<file path="src/isms_pkg.sv">
// ----------------------------------------------------------------------------
// isms_pkg
// Shared constants, request and status codes, and types for the indexed stack
// with maximum scan.
// ----------------------------------------------------------------------------
package isms_pkg;

  localparam int DEPTH  = 64;
  localparam int DATA_W = 32;
  localparam int POS_W  = 6;
  localparam int REQ_W  = 3;
  localparam int ST_W   = 2;
  localparam int ADDR_W = (DEPTH > 1) ? $clog2(DEPTH) : 1;
  localparam int CNT_W  = $clog2(DEPTH + 1);
  localparam int CMP_W  = ((POS_W + 1) > CNT_W) ? (POS_W + 1) : CNT_W;

  localparam logic [REQ_W-1:0] REQ_APPEND = 3'd0;
  localparam logic [REQ_W-1:0] REQ_POP    = 3'd1;
  localparam logic [REQ_W-1:0] REQ_WRITE  = 3'd2;
  localparam logic [REQ_W-1:0] REQ_MAX    = 3'd3;
  localparam logic [REQ_W-1:0] REQ_DUMP   = 3'd4;

  localparam logic [ST_W-1:0] ST_OK    = 2'd0;
  localparam logic [ST_W-1:0] ST_EMPTY = 2'd1;
  localparam logic [ST_W-1:0] ST_RANGE = 2'd2;
  localparam logic [ST_W-1:0] ST_FULL  = 2'd3;

  typedef struct packed {
    logic step;
    logic first;
  } max_ctrl_t;

endpackage

</file>
<file path="src/isms_ram.sv">
// ----------------------------------------------------------------------------
// isms_ram
// Generic single write port, single read port RAM with registered read data.
// ----------------------------------------------------------------------------
module isms_ram #(
  parameter int WIDTH = 32,
  parameter int DEPTH = 64,
  localparam int AW = (DEPTH > 1) ? $clog2(DEPTH) : 1
) (
  input  logic             clk_i,
  input  logic             we_i,
  input  logic [AW-1:0]    waddr_i,
  input  logic [WIDTH-1:0] wdata_i,
  input  logic [AW-1:0]    raddr_i,
  output logic [WIDTH-1:0] rdata_o
);

  logic [WIDTH-1:0] mem [DEPTH];

  always_ff @(posedge clk_i) begin
    if (we_i) begin
      mem[waddr_i] <= wdata_i;
    end
    rdata_o <= mem[raddr_i];
  end

endmodule

</file>
<file path="src/isms_max_unit.sv">
// ----------------------------------------------------------------------------
// isms_max_unit
// Shared signed compare unit holding the running maximum and its position.
// The first position of the maximum wins (strict greater-than).
// ----------------------------------------------------------------------------
module isms_max_unit
  import isms_pkg::*;
(
  input  logic                     clk_i,
  input  max_ctrl_t                ctrl_i,
  input  logic signed [DATA_W-1:0] value_i,
  input  logic [ADDR_W-1:0]        index_i,
  output logic signed [DATA_W-1:0] best_o,
  output logic [ADDR_W-1:0]        best_at_o
);

  logic signed [DATA_W-1:0] best_q;
  logic [ADDR_W-1:0]        best_at_q;
  logic                     take;

  assign take      = ctrl_i.first || (value_i > best_q);
  assign best_o    = take ? value_i : best_q;
  assign best_at_o = take ? index_i : best_at_q;

  always_ff @(posedge clk_i) begin
    if (ctrl_i.step) begin
      best_q    <= best_o;
      best_at_q <= best_at_o;
    end
  end

endmodule

</file>
<file path="src/indexed_stack_max_scan.sv">
// ----------------------------------------------------------------------------
// indexed_stack_max_scan
// Stack of signed 32-bit entries with indexed overwrite, maximum scan and dump.
//
//   channel | direction | handshake                | payload
//   in      | input     | in_valid_i / in_stall_o  | req_type_i, position_i, data_in_i
//   out     | output    | out_valid_o / out_stall_i| status_o, data_out_o, where_o, last_o
//
// Append, write, error and unused requests: result in the cycle after accept.
// Pop: result after one RAM read, through the pop state and the output register.
// Max: one entry per cycle through the compare unit.
// Dump: one entry per cycle while out is not stalled; the output stall sets pace.
// Reset clears the state, count, index and output valid; entries are not cleared.
// in_stall_o is high while a request is in progress or the output is held.
// ----------------------------------------------------------------------------
module indexed_stack_max_scan
  import isms_pkg::*;
(
  input  logic                     clk_i,
  input  logic                     rst_ni,
  input  logic                     in_valid_i,
  output logic                     in_stall_o,
  input  logic [REQ_W-1:0]         req_type_i,
  input  logic [POS_W-1:0]         position_i,
  input  logic signed [DATA_W-1:0] data_in_i,
  output logic                     out_valid_o,
  input  logic                     out_stall_i,
  output logic [ST_W-1:0]          status_o,
  output logic signed [DATA_W-1:0] data_out_o,
  output logic [POS_W-1:0]         where_o,
  output logic                     last_o
);

  localparam logic [1:0] S_IDLE = 2'd0;
  localparam logic [1:0] S_POP  = 2'd1;
  localparam logic [1:0] S_MAX  = 2'd2;
  localparam logic [1:0] S_DUMP = 2'd3;

  logic [1:0]        state_q, state_d;
  logic [CNT_W-1:0]  count_q, count_d, cnt_m1;
  logic [ADDR_W-1:0] idx_q, idx_d, last_idx;
  logic              out_valid_q, out_valid_d;
  logic              out_free, in_acc, full, empty, idx_last;

  logic                     ld;
  logic [ST_W-1:0]          ld_status;
  logic signed [DATA_W-1:0] ld_data;
  logic [ADDR_W-1:0]        ld_where;
  logic                     ld_last;

  logic                     we;
  logic [ADDR_W-1:0]        waddr;
  logic signed [DATA_W-1:0] rdata;

  max_ctrl_t                max_ctrl;
  logic signed [DATA_W-1:0] best;
  logic [ADDR_W-1:0]        best_at;

  logic [ST_W-1:0]          status_q;
  logic signed [DATA_W-1:0] data_q;
  logic [ADDR_W-1:0]        where_q;
  logic                     last_q;

  assign out_free   = !out_valid_q || !out_stall_i;
  assign in_stall_o = (state_q != S_IDLE) || !out_free;
  assign in_acc     = in_valid_i && !in_stall_o;
  assign full       = (count_q == CNT_W'(DEPTH));
  assign empty      = (count_q == '0);
  assign cnt_m1     = count_q - CNT_W'(1);
  assign last_idx   = cnt_m1[ADDR_W-1:0];
  assign idx_last   = (idx_q == last_idx);

  always_comb begin
    state_d   = state_q;
    count_d   = count_q;
    idx_d     = idx_q;
    ld        = 1'b0;
    ld_status = ST_OK;
    ld_data   = '0;
    ld_where  = '0;
    ld_last   = 1'b1;
    we        = 1'b0;
    waddr     = count_q[ADDR_W-1:0];
    max_ctrl  = '{step: 1'b0, first: 1'b0};

    unique case (state_q)
      S_IDLE: begin
        if (in_acc) begin
          ld = 1'b1;
          unique case (req_type_i)
            REQ_APPEND: begin
              if (full) begin
                ld_status = ST_FULL;
              end else begin
                we      = 1'b1;
                count_d = count_q + CNT_W'(1);
              end
            end
            REQ_POP: begin
              if (empty) begin
                ld_status = ST_EMPTY;
              end else begin
                ld      = 1'b0;
                count_d = cnt_m1;
                idx_d   = last_idx;
                state_d = S_POP;
              end
            end
            REQ_WRITE: begin
              if (CMP_W'(position_i) >= CMP_W'(count_q)) begin
                ld_status = ST_RANGE;
              end else begin
                we    = 1'b1;
                waddr = position_i[ADDR_W-1:0];
              end
            end
            REQ_MAX, REQ_DUMP: begin
              if (empty) begin
                ld_status = ST_EMPTY;
              end else begin
                ld      = 1'b0;
                idx_d   = '0;
                state_d = (req_type_i == REQ_MAX) ? S_MAX : S_DUMP;
              end
            end
            default: ;
          endcase
        end
      end
      S_POP: begin
        ld       = 1'b1;
        ld_data  = rdata;
        ld_where = idx_q;
        state_d  = S_IDLE;
      end
      S_MAX: begin
        max_ctrl = '{step: 1'b1, first: (idx_q == '0)};
        if (idx_last) begin
          ld       = 1'b1;
          ld_data  = best;
          ld_where = best_at;
          state_d  = S_IDLE;
        end else begin
          idx_d = idx_q + ADDR_W'(1);
        end
      end
      S_DUMP: begin
        if (out_free) begin
          ld       = 1'b1;
          ld_data  = rdata;
          ld_where = idx_q;
          ld_last  = idx_last;
          if (idx_last) begin
            state_d = S_IDLE;
          end else begin
            idx_d = idx_q + ADDR_W'(1);
          end
        end
      end
      default: state_d = S_IDLE;
    endcase
  end

  assign out_valid_d = ld ? 1'b1 : (out_valid_q && out_stall_i);

  always_ff @(posedge clk_i or negedge rst_ni) begin
    if (!rst_ni) begin
      state_q     <= S_IDLE;
      count_q     <= '0;
      idx_q       <= '0;
      out_valid_q <= 1'b0;
    end else begin
      state_q     <= state_d;
      count_q     <= count_d;
      idx_q       <= idx_d;
      out_valid_q <= out_valid_d;
    end
  end

  always_ff @(posedge clk_i) begin
    if (ld) begin
      status_q <= ld_status;
      data_q   <= ld_data;
      where_q  <= ld_where;
      last_q   <= ld_last;
    end
  end

  // read address follows the next index so read data matches idx_q
  isms_ram #(
    .WIDTH(DATA_W),
    .DEPTH(DEPTH)
  ) u_ram (
    .clk_i  (clk_i),
    .we_i   (we),
    .waddr_i(waddr),
    .wdata_i(data_in_i),
    .raddr_i(idx_d),
    .rdata_o(rdata)
  );

  isms_max_unit u_max (
    .clk_i    (clk_i),
    .ctrl_i   (max_ctrl),
    .value_i  (rdata),
    .index_i  (idx_q),
    .best_o   (best),
    .best_at_o(best_at)
  );

  assign out_valid_o = out_valid_q;
  assign status_o    = status_q;
  assign data_out_o  = data_q;
  assign where_o     = POS_W'(where_q);
  assign last_o      = last_q;

  a_idle_when_ready: assert property (@(posedge clk_i) disable iff (!rst_ni)
    !in_stall_o |-> state_q == S_IDLE)
    else $error("request taken while busy");

  a_append_count: assert property (@(posedge clk_i) disable iff (!rst_ni)
    in_acc && req_type_i == REQ_APPEND && !full |=> count_q == $past(count_q) + CNT_W'(1))
    else $error("append did not advance count");

  a_pop_count: assert property (@(posedge clk_i) disable iff (!rst_ni)
    in_acc && req_type_i == REQ_POP && !empty |=> count_q == $past(count_q) - CNT_W'(1))
    else $error("pop did not reduce count");

  a_dump_end: assert property (@(posedge clk_i) disable iff (!rst_ni)
    state_q == S_DUMP && out_free && idx_last |=> state_q == S_IDLE && out_valid_o && last_o)
    else $error("dump did not end on last entry");

  a_count_bound: assert property (@(posedge clk_i) disable iff (!rst_ni)
    in_acc |-> count_q <= CNT_W'(DEPTH))
    else $error("count beyond depth");

endmodule

</file>
<file path="config.mk">
export PLATFORM = sky130hd
export DESIGN_NAME = indexed_stack_max_scan
export DESIGN_NICKNAME = d
export VERILOG_FILES = /design/src/isms_pkg.sv /design/src/isms_ram.sv /design/src/isms_max_unit.sv /design/src/indexed_stack_max_scan.sv
export SDC_FILE = /design/constraint.sdc
export NUM_CORES = 2
export LEC_CHECK = 0
export BUFFER_PORTS_ARGS = -buffer_cell sky130_fd_sc_hd__buf_2
export CAP_MARGIN = 25
export CORE_MARGIN = 3
export CORE_UTILIZATION = 40
export DETAILED_ROUTE_END_ITERATION = 10
export GPL_TIMING_DRIVEN = 0
export SYNTH_ARGS = -nofsm -noshare
export SYNTH_HDL_FRONTEND = slang
export SYNTH_HIERARCHICAL = 1
export SYNTH_SLANG_ARGS = --single-unit
</file>
<file path="constraint.sdc">
create_clock -name clk_i -period 9.54 [get_ports clk_i]
set_clock_uncertainty 0.1 [all_clocks]
set_input_delay 0.477 -clock clk_i [delete_from_list [all_inputs] [get_ports clk_i]]
set_output_delay 0.477 -clock clk_i [all_outputs]
set_load 0.02 [all_outputs]
</file>
==> flow_metrics.env <==
export IMPL_drive_gt1_share_pct=28.3
export IMPL_synthesis_nets=3896
export IMPL_hold_slack_ps=22.5
export IMPL_cts_setup_buffers=0
export IMPL_fin_crit_ps=7190
export IMPL_netlist_area_um2=84200
export IMPL_worstSetupEndpoint="u_ram/rdata_o[15]"
export IMPL_final_cells=7256
export IMPL_ys_types=68
export IMPL_max_clock_freq_mhz=139
export IMPL_initial_core_util_pct=40.4
export IMPL_wirelength_um=252000
export IMPL_synthCells=3809
export IMPL_drt_iter0_markers=5762
export IMPL_synth_edf_count=2127
export IMPL_worst_slew_pin_slew_ps=1240
export IMPL_grt_pass1_vias=42658
export IMPL_grt_antenna_before_repair=19
export IMPL_drc=0
export IMPL_ant_nets=0
export IMPL_dp_hpwl_um=169000
export IMPL_crit_path_end_kind="register"
export IMPL_critical_path_peak_fanout=10
export IMPL_die_area_um2=216000
export IMPL_grt_overflow_total=0
export IMPL_area_delta_synth_final_pct=16.9
export IMPL_slew_limit_headroom_pct=17.5
export IMPL_core_area_um2=208000
export IMPL_io_pins=88
export IMPL_grt_usage_pct=23.2
export IMPL_cellPowerDensity_nw_per_um2=355
export IMPL_cp_common_cell="buf_2"
export IMPL_synth_async_reset_ratio_pct=0.736
export IMPL_cts_tree="yes"
export IMPL_synth_top_cells_by_count="edfxtp_1 (2127), mux4_2 (544), nor2_1 (155), mux2i_1 (96)"
export IMPL_clock_latency_ps=870
export IMPL_setup_viol=0
export IMPL_drv_cap=0
export IMPL_ys_top_cells_by_area="edfxtp_1 (76%), mux4_2 (15%), mux2i_1 (1.1%)"
export IMPL_worst_r2r_cell_count=19
export IMPL_r2r_end="u_ram/rdata_o[15]"
export IMPL_worst_setup_path_start_kind="register"
export IMPL_ir_worst_vdd_mv=0.423
export IMPL_synth_seq_cells=2175
export IMPL_maxSlewViolCount=0
export IMPL_cts_hold_fix_buffers=12
export IMPL_cts_root_buf="clkbuf_16"
export IMPL_die_y_um=465
export IMPL_synth_top_area_cell="edfxtp_1"
export IMPL_status="complete, no violations"
export IMPL_ctsResizeCount=0
export IMPL_rsz0062_at_grt="no"
export IMPL_crit_family="buffers and inverters"
export IMPL_synth_top_area_share_pct=75.9
export IMPL_required_ps=10100
export IMPL_min_period_over_period_pct=75.3
export IMPL_vias=43405
export IMPL_hp_class="in -> reg"
export IMPL_ff2ff_setup_slack_ps=2350
export IMPL_worstPathCellList="inv_1 -> ha_1 -> nor3b_1 -> xnor2_1 -> xnor2_1 -> or4_1 -> buf_2 -> nand3b_1 -> nand3_1 -> o211ai_1 -> buf_2 -> buf_2 -> buf_2 -> buf_1 -> nand3b_1 -> o221ai_1 -> a21oi_1 -> a21oi_1 -> nor2_1"
export IMPL_nets=4362
export IMPL_startpoint="count_q[0]"
export IMPL_fillers=17041
export IMPL_cp_depth=19
export IMPL_vias_per_cell=5.98
export IMPL_grt_first_pass_wirelength_um=347000
export IMPL_place_gp_congestion=0.916
export IMPL_h_tree_depth=4
export IMPL_critPathArrivalTime_ps=7750
export IMPL_clk_pin_slew_ps=60
export IMPL_grt_max_degree=65
export IMPL_yosys_cell_count_top_type="edfxtp_1"
export IMPL_die_x_um=465
export IMPL_routedWlPerCell_um=34.7
export IMPL_placed_cells=6808
export IMPL_num_rows=167
export IMPL_port_buffers=84
export IMPL_r2r_start="count_q[0]"
export IMPL_ctsLongestPathBuffers=3
export IMPL_synth_main_ff_cell="edfxtp_1"
export IMPL_ys_seq_area_share_pct=77.1
export IMPL_first_pass_iters=5
export IMPL_crit_buf_inv=6
export IMPL_ys_warn_count=6
export IMPL_cts_sinks=2175
export IMPL_finalHoldViolations=0
export IMPL_power_leakage_uw=0.0310
export IMPL_cp_slowest_cell="buf_1"
export IMPL_synth_avg_cell_area_um2=22.1
export IMPL_numCtsBuffers=218
export IMPL_cp_slowest_stage_delay_ps=780
export IMPL_crit_type="reg -> reg"
-- placed cells by master, fill, tap and decap left out, drive strengths merged, types with 9 or more instances in the layout --
| cell type | count |
|---|---|
| nor2b | 19 |
| dfxtp | 32 |
| clkinv | 101 |
| a22oi | 12 |
| o21ai | 14 |
| nand2 | 54 |
| mux2i | 96 |
| o22ai | 87 |
| nor2 | 155 |
| inv | 51 |
| buf | 345 |
| edfxtp | 2127 |
| nand3 | 16 |
| a311oi | 9 |
| clkbuf | 360 |
| and3 | 9 |
| dlygate4sd3 | 21 |
| diode | 10 |
| ha | 42 |
| bufinv | 15 |
| xnor2 | 14 |
| a21oi | 87 |
| nand4 | 10 |
| dfrtp | 16 |
| nor3 | 15 |
| o221ai | 29 |
| a22o | 40 |
| nand2b | 11 |
| mux4 | 544 |
| mux2 | 43 |
-- worst min-delay path by stage --
stage | start | endpoint | slack (ps) | cells past startpoint
6_report | data_in_i[30] | u_ram/mem[58][30] | 20 | 2
4_1_cts | data_in_i[2] | u_ram/mem[2][2] | 3 | 1
3_5_place_dp | rst_ni | count_q[6] | 330 | 1
5_1_grt | data_in_i[30] | u_ram/mem[59][30] | 5 | 2
2_1_floorplan | rst_ni | count_q[0] | 80 | 0
3_3_place_gp | rst_ni | count_q[6] | 330 | 1
-- area by class of cell --
cell class,instances,area (um^2),area share (%)
tap,2788,3490,3.55
antenna,10,25.0,0.0254
multi-input combinational,1385,18600,18.9
sequential,2175,64900,66.0
clock buffer,276,5700,5.80
clock inverter,127,1240,1.26
buffer,204,1010,1.03
inverter,45,169,0.172
timing repair buffer,246,3270,3.33
-- sequential cells by signal (all words and copies together) (netlist names) --
signal / flops
count_q: 7
u_max/best_q: 32
u_max/best_at_q: 6
status_o: 2
idx_q: 6
where_o: 6
last_o: 1
u_ram/mem: 2048
u_ram/rdata_o: 32
state_q: 2
data_out_o: 32
out_valid_o: 1
-- worst register-to-register path, delay by kind of cell, from the launching register on --
family	cells	cell delay, ps
buffers and inverters	6	2410
adder cells (fa/ha/maj)	1	250
XOR/XNOR	2	370
flip-flops	1	490
AND/OR/NAND/NOR	6	2270
AO/OA/AOI/OAI	4	1120
-- power by group --
part           switching (uW)  internal, uW  leakage (uW)
registers                 167         10900        0.0196
clock network            3660          4650       0.00336
logic                    9500          6000       0.00802
-- metal layers --
layer	part of all wire [%]	vias up	track usage, %
met5	0.016	-	0
met4	4.8	6	9.79
met3	10	464	5.70
met2	46	2427	35.7
met1	39	23433	31.8
li1	-	17075	-
-- logic make-up after synthesis --
group | Yosys count | share of synthesized area (%)
muxes | 683 | 16.3
and+or+nand+nor | 323 | 1.80
adders and majority gates | 42 | 0.624
DFF | 2175 | 77.1
buffers and inverters | 249 | 1.40
AOI/OAI and AO/OA | 322 | 2.60
xor gates and xnor gates | 15 | 0.181
-- metrics by stage --
step / setup WS, ps / utilization, % / total power [uW] / instance area [um^2] / setup TNS (ps)
6_report: 2350 / 47.3 / 34900 / 98400 / 0
5_1_grt: 2230 / 47.3 / 35900 / 98400 / 0
4_1_cts: 2590 / 47.1 / 34800 / 98000 / 0
3_5_place_dp: 2590 / 43.7 / 26500 / 91000 / 0
3_3_place_gp: -254 / 42.3 / 26100 / 88100 / -14470
2_1_floorplan: 3810 / - / 20000 / 84200 / 0
Note: power is estimated with default switching activity, not from simulation.
